[src/rtl/scba_pkg.sv]
// Package for the size class block allocator: pool geometry, field widths,
// status and opcode codes, state type and the walker's interface structs.
// No dependencies.
`default_nettype none
package scba_pkg;

    localparam int COUNT_SMALL  = 10;
    localparam int COUNT_MEDIUM = 5;
    localparam int COUNT_LARGE  = 5;
    localparam int COUNT_HUGE   = 10;

    localparam int NUM_CLASSES  = 4;
    localparam int TOTAL_BLOCKS = COUNT_SMALL + COUNT_MEDIUM + COUNT_LARGE + COUNT_HUGE;

    localparam int SIZE_W = 16;
    localparam int ID_W   = 5;
    localparam int BASE_W = 10;
    localparam int LEN_W  = 7;
    localparam int CLS_W  = 2;
    localparam int IDX_W  = 6;
    localparam int CNT_W  = 7;

    localparam int S_DATA_W = 24;
    localparam int M_DATA_W = 24;

    typedef logic [ID_W-1:0]   t_id;
    typedef logic [BASE_W-1:0] t_base;
    typedef logic [LEN_W-1:0]  t_len;
    typedef logic [CLS_W-1:0]  t_cls;
    typedef logic [IDX_W-1:0]  t_idx;
    typedef logic [CNT_W-1:0]  t_cnt;

    localparam t_len CLASS_SIZE [NUM_CLASSES] = '{7'd8, 7'd16, 7'd32, 7'd64};
    localparam t_cnt CLASS_COUNT [NUM_CLASSES] = '{
        CNT_W'(COUNT_SMALL), CNT_W'(COUNT_MEDIUM), CNT_W'(COUNT_LARGE), CNT_W'(COUNT_HUGE)
    };
    localparam t_len MAX_SIZE = CLASS_SIZE[NUM_CLASSES-1];
    localparam t_id  LAST_ID  = ID_W'(TOTAL_BLOCKS - 1);

    typedef enum logic [1:0] {
        ST_OK        = 2'd0,
        ST_NOFREE    = 2'd1,
        ST_BADHANDLE = 2'd2
    } t_status;

    typedef enum logic {
        OP_ALLOC = 1'b0,
        OP_FREE  = 1'b1
    } t_op;

    typedef enum logic {
        S_IDLE,
        S_SCAN
    } t_state;

    typedef struct packed {
        logic load;
        logic step;
        t_cls cls;
    } t_walk_ctl;

    typedef struct packed {
        t_id   id;
        t_base base;
        t_len  len;
        logic  last;
    } t_walk_pos;

    function automatic t_id class_first_id(input t_cls c);
        t_id id;
        id = '0;
        for (int k = 0; k < NUM_CLASSES; k++) begin
            if (k < int'(c)) begin
                id = id + ID_W'(CLASS_COUNT[k]);
            end
        end
        return id;
    endfunction

    function automatic t_base class_base(input t_cls c);
        t_base base;
        base = '0;
        for (int k = 0; k < NUM_CLASSES; k++) begin
            if (k < int'(c)) begin
                base = base + BASE_W'(int'(CLASS_SIZE[k]) * int'(CLASS_COUNT[k]));
            end
        end
        return base;
    endfunction

endpackage
`default_nettype wire

[src/rtl/scba_walker.sv]
// Block walker: steps one block per cycle while stepped, keeping global
// block number, payload base, class and index within the class.
// Depends on scba_pkg.
`default_nettype none
module scba_walker
    import scba_pkg::*;
(
    input  wire logic      i_clk,
    input  wire t_walk_ctl i_ctl,
    output t_walk_pos      o_pos
);

    t_id   r_id,   n_id;
    t_base r_base, n_base;
    t_cls  r_cls,  n_cls;
    t_idx  r_idx,  n_idx;

    always_comb begin
        n_id   = r_id;
        n_base = r_base;
        n_cls  = r_cls;
        n_idx  = r_idx;
        if (i_ctl.load) begin
            n_id   = class_first_id(i_ctl.cls);
            n_base = class_base(i_ctl.cls);
            n_cls  = i_ctl.cls;
            n_idx  = '0;
        end else if (i_ctl.step) begin
            n_id   = r_id + 1'b1;
            n_base = r_base + BASE_W'(CLASS_SIZE[r_cls]);
            if (CNT_W'(r_idx) + 1'b1 == CLASS_COUNT[r_cls]) begin
                n_cls = r_cls + 1'b1;
                n_idx = '0;
            end else begin
                n_idx = r_idx + 1'b1;
            end
        end
    end

    always_ff @(posedge i_clk) begin
        r_id   <= n_id;
        r_base <= n_base;
        r_cls  <= n_cls;
        r_idx  <= n_idx;
    end

    assign o_pos.id   = r_id;
    assign o_pos.base = r_base;
    assign o_pos.len  = CLASS_SIZE[r_cls];
    assign o_pos.last = (r_id == LAST_ID);

endmodule
`default_nettype wire

[src/rtl/size_class_block_allocator.sv]
// Top level of the size class block allocator: stream ports, used marks,
// scan sequencer and output register. Depends on scba_pkg and scba_walker.
//
// A request beat is taken only while the block is idle. The walker then visits one block per
// cycle while the scan is not stalled: an allocate starts at the first block of the smallest
// class that fits and runs upward until it finds a free block or reaches the last one; a free
// starts at block 0 and runs to the handle. Oversize requests and bad handles finish on the
// first scan state without stepping the walker. A result is held in the output register until
// taken; the next request may be accepted meanwhile, but its scan stalls on its final block
// until the register frees up. All blocks are free after reset.
`default_nettype none
module size_class_block_allocator
    import scba_pkg::*;
(
    input  wire logic                i_clk,
    input  wire logic                i_rst_n,
    input  wire logic                s_axis_tvalid,
    output logic                     s_axis_tready,
    input  wire logic [S_DATA_W-1:0] s_axis_tdata,  // op[0], req_size[16:1], handle[21:17]
    output logic                     m_axis_tvalid,
    input  wire logic                m_axis_tready,
    output logic [M_DATA_W-1:0]      m_axis_tdata   // status[1:0], block_id[6:2],
                                                    // base_addr[16:7], block_len[23:17]
);

    t_state                  r_state, n_state;
    logic [TOTAL_BLOCKS-1:0] r_used, n_used;
    logic                    r_out_valid, n_out_valid;
    logic [M_DATA_W-1:0]     r_out_data, n_out_data;
    t_op                     r_op, n_op;
    t_id                     r_handle, n_handle;
    logic                    r_early, n_early;
    t_status                 r_status, n_status;

    t_walk_ctl w_ctl;
    t_walk_pos w_pos;

    logic              w_accept;
    t_op               w_in_op;
    logic [SIZE_W-1:0] w_in_size;
    t_id               w_in_handle;
    logic              w_finish;
    logic              w_emit;
    logic              w_hit;

    scba_walker u_walker (
        .i_clk (i_clk),
        .i_ctl (w_ctl),
        .o_pos (w_pos)
    );

    assign w_in_op     = t_op'(s_axis_tdata[0]);
    assign w_in_size   = s_axis_tdata[SIZE_W:1];
    assign w_in_handle = s_axis_tdata[SIZE_W+ID_W:SIZE_W+1];

    assign s_axis_tready = (r_state == S_IDLE);
    assign w_accept      = s_axis_tvalid && s_axis_tready;

    always_comb begin
        n_state     = r_state;
        n_used      = r_used;
        n_out_valid = r_out_valid;
        n_out_data  = r_out_data;
        n_op        = r_op;
        n_handle    = r_handle;
        n_early     = r_early;
        n_status    = r_status;
        w_ctl       = '0;
        w_hit       = 1'b0;
        w_finish    = 1'b0;
        w_emit      = 1'b0;

        if (m_axis_tready) begin
            n_out_valid = 1'b0;
        end

        case (r_state)
            S_IDLE: begin
                if (w_accept) begin
                    n_op     = w_in_op;
                    n_handle = w_in_handle;
                    n_early  = 1'b0;
                    n_status = ST_OK;
                    w_ctl.load = 1'b1;
                    if (w_in_op == OP_ALLOC) begin
                        if (w_in_size <= SIZE_W'(CLASS_SIZE[0])) begin
                            w_ctl.cls = CLS_W'(0);
                        end else if (w_in_size <= SIZE_W'(CLASS_SIZE[1])) begin
                            w_ctl.cls = CLS_W'(1);
                        end else if (w_in_size <= SIZE_W'(CLASS_SIZE[2])) begin
                            w_ctl.cls = CLS_W'(2);
                        end else begin
                            w_ctl.cls = CLS_W'(3);
                        end
                        if (w_in_size > SIZE_W'(MAX_SIZE)) begin
                            n_early  = 1'b1;
                            n_status = ST_NOFREE;
                        end
                    end else begin
                        w_ctl.cls = CLS_W'(0);
                        if (w_in_handle > LAST_ID) begin
                            n_early  = 1'b1;
                            n_status = ST_BADHANDLE;
                        end
                    end
                    n_state = S_SCAN;
                end
            end
            S_SCAN: begin
                if (r_op == OP_ALLOC) begin
                    w_hit = !r_used[w_pos.id];
                end else begin
                    w_hit = (w_pos.id == r_handle);
                end
                w_finish = r_early || w_hit || (r_op == OP_ALLOC && w_pos.last);
                w_emit   = w_finish && (!r_out_valid || m_axis_tready);
                if (w_emit) begin
                    n_out_valid = 1'b1;
                    if (!r_early && w_hit) begin
                        n_used[w_pos.id] = (r_op == OP_ALLOC);
                        n_out_data = {w_pos.len, w_pos.base, w_pos.id, ST_OK};
                    end else if (r_early) begin
                        n_out_data = {{(M_DATA_W-2){1'b0}}, r_status};
                    end else begin
                        n_out_data = {{(M_DATA_W-2){1'b0}}, ST_NOFREE};
                    end
                    n_state = S_IDLE;
                end else if (!w_finish) begin
                    w_ctl.step = 1'b1;
                end
            end
            default: begin
                n_state = S_IDLE;
            end
        endcase
    end

    always_ff @(posedge i_clk) begin
        if (!i_rst_n) begin
            r_state     <= S_IDLE;
            r_used      <= '0;
            r_out_valid <= 1'b0;
        end else begin
            r_state     <= n_state;
            r_used      <= n_used;
            r_out_valid <= n_out_valid;
        end
    end

    always_ff @(posedge i_clk) begin
        r_out_data <= n_out_data;
        r_op       <= n_op;
        r_handle   <= n_handle;
        r_early    <= n_early;
        r_status   <= n_status;
    end

    assign m_axis_tvalid = r_out_valid;
    assign m_axis_tdata  = r_out_data;

endmodule
`default_nettype wire

[config.mk]
export PLATFORM = sky130hd
export DESIGN_NAME = size_class_block_allocator
export DESIGN_NICKNAME = d
export VERILOG_FILES = /design/src/rtl/scba_pkg.sv /design/src/rtl/scba_walker.sv /design/src/rtl/size_class_block_allocator.sv
export SDC_FILE = /design/constraint.sdc
export NUM_CORES = 1
export LEC_CHECK = 0
export BUFFER_PORTS_ARGS = -buffer_cell sky130_fd_sc_hd__buf_2
export CORE_ASPECT_RATIO = 0.5
export CORE_MARGIN = 5
export CORE_UTILIZATION = 50
export CTS_CLUSTER_DIAMETER = 50
export DETAILED_ROUTE_END_ITERATION = 16
export GPL_TIMING_DRIVEN = 1
export PLACE_DENSITY_LB_ADDON = 0.1
export SYNTH_ARGS = -nofsm -noshare
export SYNTH_HDL_FRONTEND = slang
export SYNTH_SLANG_ARGS = --single-unit
[constraint.sdc]
create_clock -name i_clk -period 3.1 [get_ports i_clk]
set_clock_uncertainty 0.2 [all_clocks]
set_input_delay 0.62 -clock i_clk [delete_from_list [all_inputs] [get_ports i_clk]]
set_output_delay 0.62 -clock i_clk [all_outputs]
set_load 0.05 [all_outputs]
Word-level counts from Yosys, hierarchy flattened
Cells that the tools add are included.

cells by class
  add/subtract/negate cells = 9
  $lt $le $gt $ge = 11
  equality and inequality tests = 3
  multiplexer cells = 55
  bitwise operators = 4
  reduce and logical (&&, ||, !) cells = 18

operators by type and width
  kind                   count
  $mux 10                6
  $mux 7                 5
  $bwmux 30              1
  $mux 5                 6
  $bmux 7 s2             2
  $mux 24                1
  $mux 2                 11
  $mux 1                 18
  $gt 16x7->1 const B    1
  $le 16x4->1 const B    1
  $le 16x5->1 const B    1
  $le 16x6->1 const B    1
  $add 10x7->10          1
  $add 10x7->10 const B  1
  $add 10x8->10 const B  1
  $add 5x3->5 const B    2
  $add 6x1->7 const B    1
  $eq 7x7->1             1
  $add 6x1->6 const B    1
  $lt 5x6->1 const B     1
  $mux 6                 1
  $reduce_and 2->1       3
  $add 5x1->5 const B    1
  $bmux 1 s5             1
  19 further kinds       31

word-level totals
  register bits = 88
  output and inout port bits = 26
  logic and storage cells = 114

Longest topological paths before layout
  word-level depth = 16
  gate-level depth with buffers = 11
  depth with buffers taken out = 11

Hierarchy
Synthesis repeated with hierarchy kept, for this count alone.

second synthesis, totals
  cells, all modules = 439
  area, all modules = 4703.3 um^2

by module, submodules not included
  module                      instances  cells each  area each (um^2)  sequential area each (um^2)
  size_class_block_allocator  1          312         3360.7            1631.6
  scba_walker                 1          127         1342.5            540.5

Worst setup path before layout
OpenSTA, ideal clock, no wires.

  path type = register -> register
  start point = register u_walker.r_id[0]
  end point = register r_out_data[0], in the netlist m_axis_tdata[0], enable pin
  arrival = 2599 ps
  data required time = 2494 ps
  path slack = -104 ps
  cell stages (with the launch flop) = 7
  path buffers = 1
  cell sequence = edfxtp_1 > buf_6 > mux4_2 > a41oi_1 > and4_4 > nand3_2 > a31oi_1

on the way
  longest elaborated chain between the ends = 9
  elaborated cells between the ends (all ways) = 12
  those cells by class = 2 x eq/ne; 4 x mux; 6 x reduce/logical

RTL lines
  element                       RTL line                           RTL
  start: declaration            scba_walker.sv:13                  t_id r_id, n_id;
  start signal: assignment      scba_walker.sv:41                  r_id <= n_id;
  $bmux 1 s5                    size_class_block_allocator.sv:111  w_hit = !r_used[w_pos.id];
  $mux 1 (not written as such)  size_class_block_allocator.sv:111
  $logic_not 1->1               size_class_block_allocator.sv:111
  $mux 1                        size_class_block_allocator.sv:110  if (r_op == OP_ALLOC) begin
  $mux 1                        size_class_block_allocator.sv:77   case (r_state)
  $logic_or 1x1->1              size_class_block_allocator.sv:115  w_finish = r_early || w_hit || (r_op == OP_ALLOC && w_pos.last);
  $logic_or 1x1->1 *            size_class_block_allocator.sv:115
  $logic_and 1x1->1 *           size_class_block_allocator.sv:116  w_emit = w_finish && (!r_out_valid || m_axis_tready);
  $reduce_and 2->1 (no line) *  --
  end signal: assignment        size_class_block_allocator.sv:151  r_out_data <= n_out_data;
  end: declaration              size_class_block_allocator.sv:29   logic [M_DATA_W-1:0] r_out_data, n_out_data;

Every way passes the cells marked *; elsewhere a longest branch is shown, timed or not. The select of a mux whose other input is x is not followed.
A chain may end at the register's enable or synchronous reset.

Worst setup path after layout
  start point = register u_walker.r_id[0]
  end point = register r_out_data[13], in the netlist m_axis_tdata[13], enable pin

Same word-level chain as after synthesis.

==> results.cfg <==
[detailed_routing]
drc = 0
via_count = 3511
drt-pass1-iter-count = 4
ant_nets = 0
drt-vias-per-instance = 5.66
wire_per_inst_um = 16.9
routed_wl_um = 10500
drt_iter0_drc = 247

[finish]
antennaDiodeCount = 0
finalCoreUtilization_pct = 58.5
nNetsFinal = 543
area_growth_pct = 15.3
layout-drive-gt1-share_pct = 18.7

[synth]
synth_edf_count = 41
yosysWarnings = 0
yosysSeqAreaShare_pct = 45.7
synth_top_cell_by_area = edfxtp_1
synth_flop_cell = edfxtp_1
ys_seq_elements = 79
avgSynthCellArea_um2 = 9.75
synth_area_leaders = edfxtp_1 28%, dfxtp_1 17%, nand4_1 5.2%
yosys.cell_types.count = 53
synthTopCellsByCount = 41 x edfxtp_1, 38 x dfxtp_1, 37 x nand2_1
async_flop_share_pct = 0
synth_top_area_share_pct = 28.2
netlist_area_mm2 = 0.00436
synth_cells = 447
yosys.cell_count.top_type = edfxtp_1

[job]
drv_cap = 0

[global_routing]
grt_pass1_wl_um = 17100
track_usage_pct = 19.9
grt_pass1_vias = 3411
grt_overflow_total = 0
grt_max_degree = 35
antenna_found_initial = 0

[critical_path]
cp-end-kind = flip-flop
crit_fanout = 19
cp.required_ps = 2950
critPathKind = flip-flop to flip-flop
critical_path_arrival_ps = 2620
startpoint_type = flip-flop

[hold_path]
hp-class = primary input to flip-flop

[clock_network]
cts_setup_buffers = 0
clk_latency_ps = 340
holdBufCountCts = 0
cts_buffer_depth = 2
clock-sinks = 79
numCtsBuffers = 9
ctsResizeCount = 0
cts_root_buf = clkbuf_16
htree_levels = 3
cts_tree = built
path_clk_slew_ps = 60

[pwr]
power_frac_seq_pct = 46.0
internal_power_uw = 1910
p_sw_share_pct = 29.3
clockPowerShare_pct = 35.6
p_leak_uw = 0.00194
ir_drop_mv = 0.287
powerDensity_mw_per_mm2 = 537
comb_power_share_pct = 18.4
power.switching_uw = 791

[floorplanning]
die_area_mm2 = 0.0108
die_h_um = 76.0
coreArea_mm2 = 0.00859
ios = 54
rows = 24
fp.dieW_um = 142
start_util_pct = 50.8

[sta]
hold_viol = 0
fin_crit_ps = 2770
timing_max_transition_violations_final = 0
relSlewSlack_pct = 59.0
tns_ps = 0
tightestPinTransition_ps = 611
rsz0062_at_grt = false
setup_violations = 0
worst_slack_ps = 328
fmax_mhz = 361
period_share_pct = 89.4

[place]
post-place-ws_ps = 330
io_buffers = 45
dp_hpwl_um = 7320
gp_congestion = 0.831

[status]
outcome = finished, final reports clean
==> area by class of cell <==
cell class,count,area [um^2]
Fill cell,796,3560
Multi-Input combinational cell,322,2130
Sequential cell,79,1990
Timing Repair Buffer,69,430
Clock buffer,11,243
Tap cell,117,146
Inverter,17,63.8
Clock inverter,5,25.0
==> power groups by stage <==
stage / sequential [uW] / combinational (uW) / clock (uW)
CTS: 1240 / 498 / 982
finish: 1240 / 497 / 961
global route: 1250 / 543 / 1030
detailed placement: 1260 / 494 / 0
global placement: 1260 / 489 / 0
floorplan: 1290 / 332 / 0
==> final timing paths <==
kind         slack [ps]          endpoint        startpoint  cells after the start
max reg2reg         330  m_axis_tdata[13]  u_walker.r_id[0]                      7
min reg2reg         270        r_used[15]        r_used[15]                      2
max                 330  m_axis_tdata[13]  u_walker.r_id[0]                      7
min                 260       r_handle[0]  s_axis_tdata[17]                      1
==> routing by layer <==
metal	wire, um	track usage (%)	vias to the layer above
met5	0	0	-
met4	95	5.65	0
met3	516	4.58	7
met2	4990	31.8	75
met1	4910	27.2	1690
li1	-	-	1739
==> flip-flops by register name, summed over array words and instances, names as in the netlist, 2 cells and up <==
register,cells
m_axis_tdata,18
r_handle,5
r_status,2
r_used,30
u_walker.r_base,7
u_walker.r_cls,2
u_walker.r_id,5
u_walker.r_idx,6
==> through the flow <==
step           std cells  power [uW]  hold WS (ps)  instance area, um^2
4_1_cts              620        2720           255                 5030
2_1_floorplan        452        1620           224                 4380
3_3_place_gp         604        1750           245                 4760
6_report             620        2700           261                 5030
3_5_place_dp         604        1760           253                 4760
5_1_grt              620        2820           248                 5030
==> cell families after synthesis <==
group	Yosys count	synth area share [%]
XOR/XNOR	13	2.61
multiplexers	15	4.99
AND/OR/NAND/NOR	180	21.7
AO/OA/AOI/OAI	91	13.8
adder cells (fa/ha/maj)	17	5.05
buffers and inverters	51	6.11
flip-flops	79	45.7
other	1	0.0860
==> placed cells by master (no fill, tap or decap), drive strengths merged, types with 2 or more instances in the layout <==
cell     count
nand3       31
a21oi       11
xor2         4
nand2       37
ha          16
mux2         2
nand4       36
nor3         6
o2111a       2
nand2b       7
nor2b        9
and3         5
o2bb2ai      9
and2        13
mux2i        9
mux4         4
a211o        2
xnor2        9
dfxtp       38
buf         69
o21ai       37
nor4         4
or2          2
clkinv       4
clkbuf      11
conb         6
a21boi       9
inv         17
o211ai      13
edfxtp      41
nor2        26
==> worst max-delay path, stage by stage, from the launching register on <==
cell       delay [ps]
edfxtp_1          610
buf_4             260
mux2_2            360
o2bb2ai_1         120
o21ai_0           260
nand3_2           210
a31oi_2           250
buf_12            200
Power figures use the tool's default switching activity.
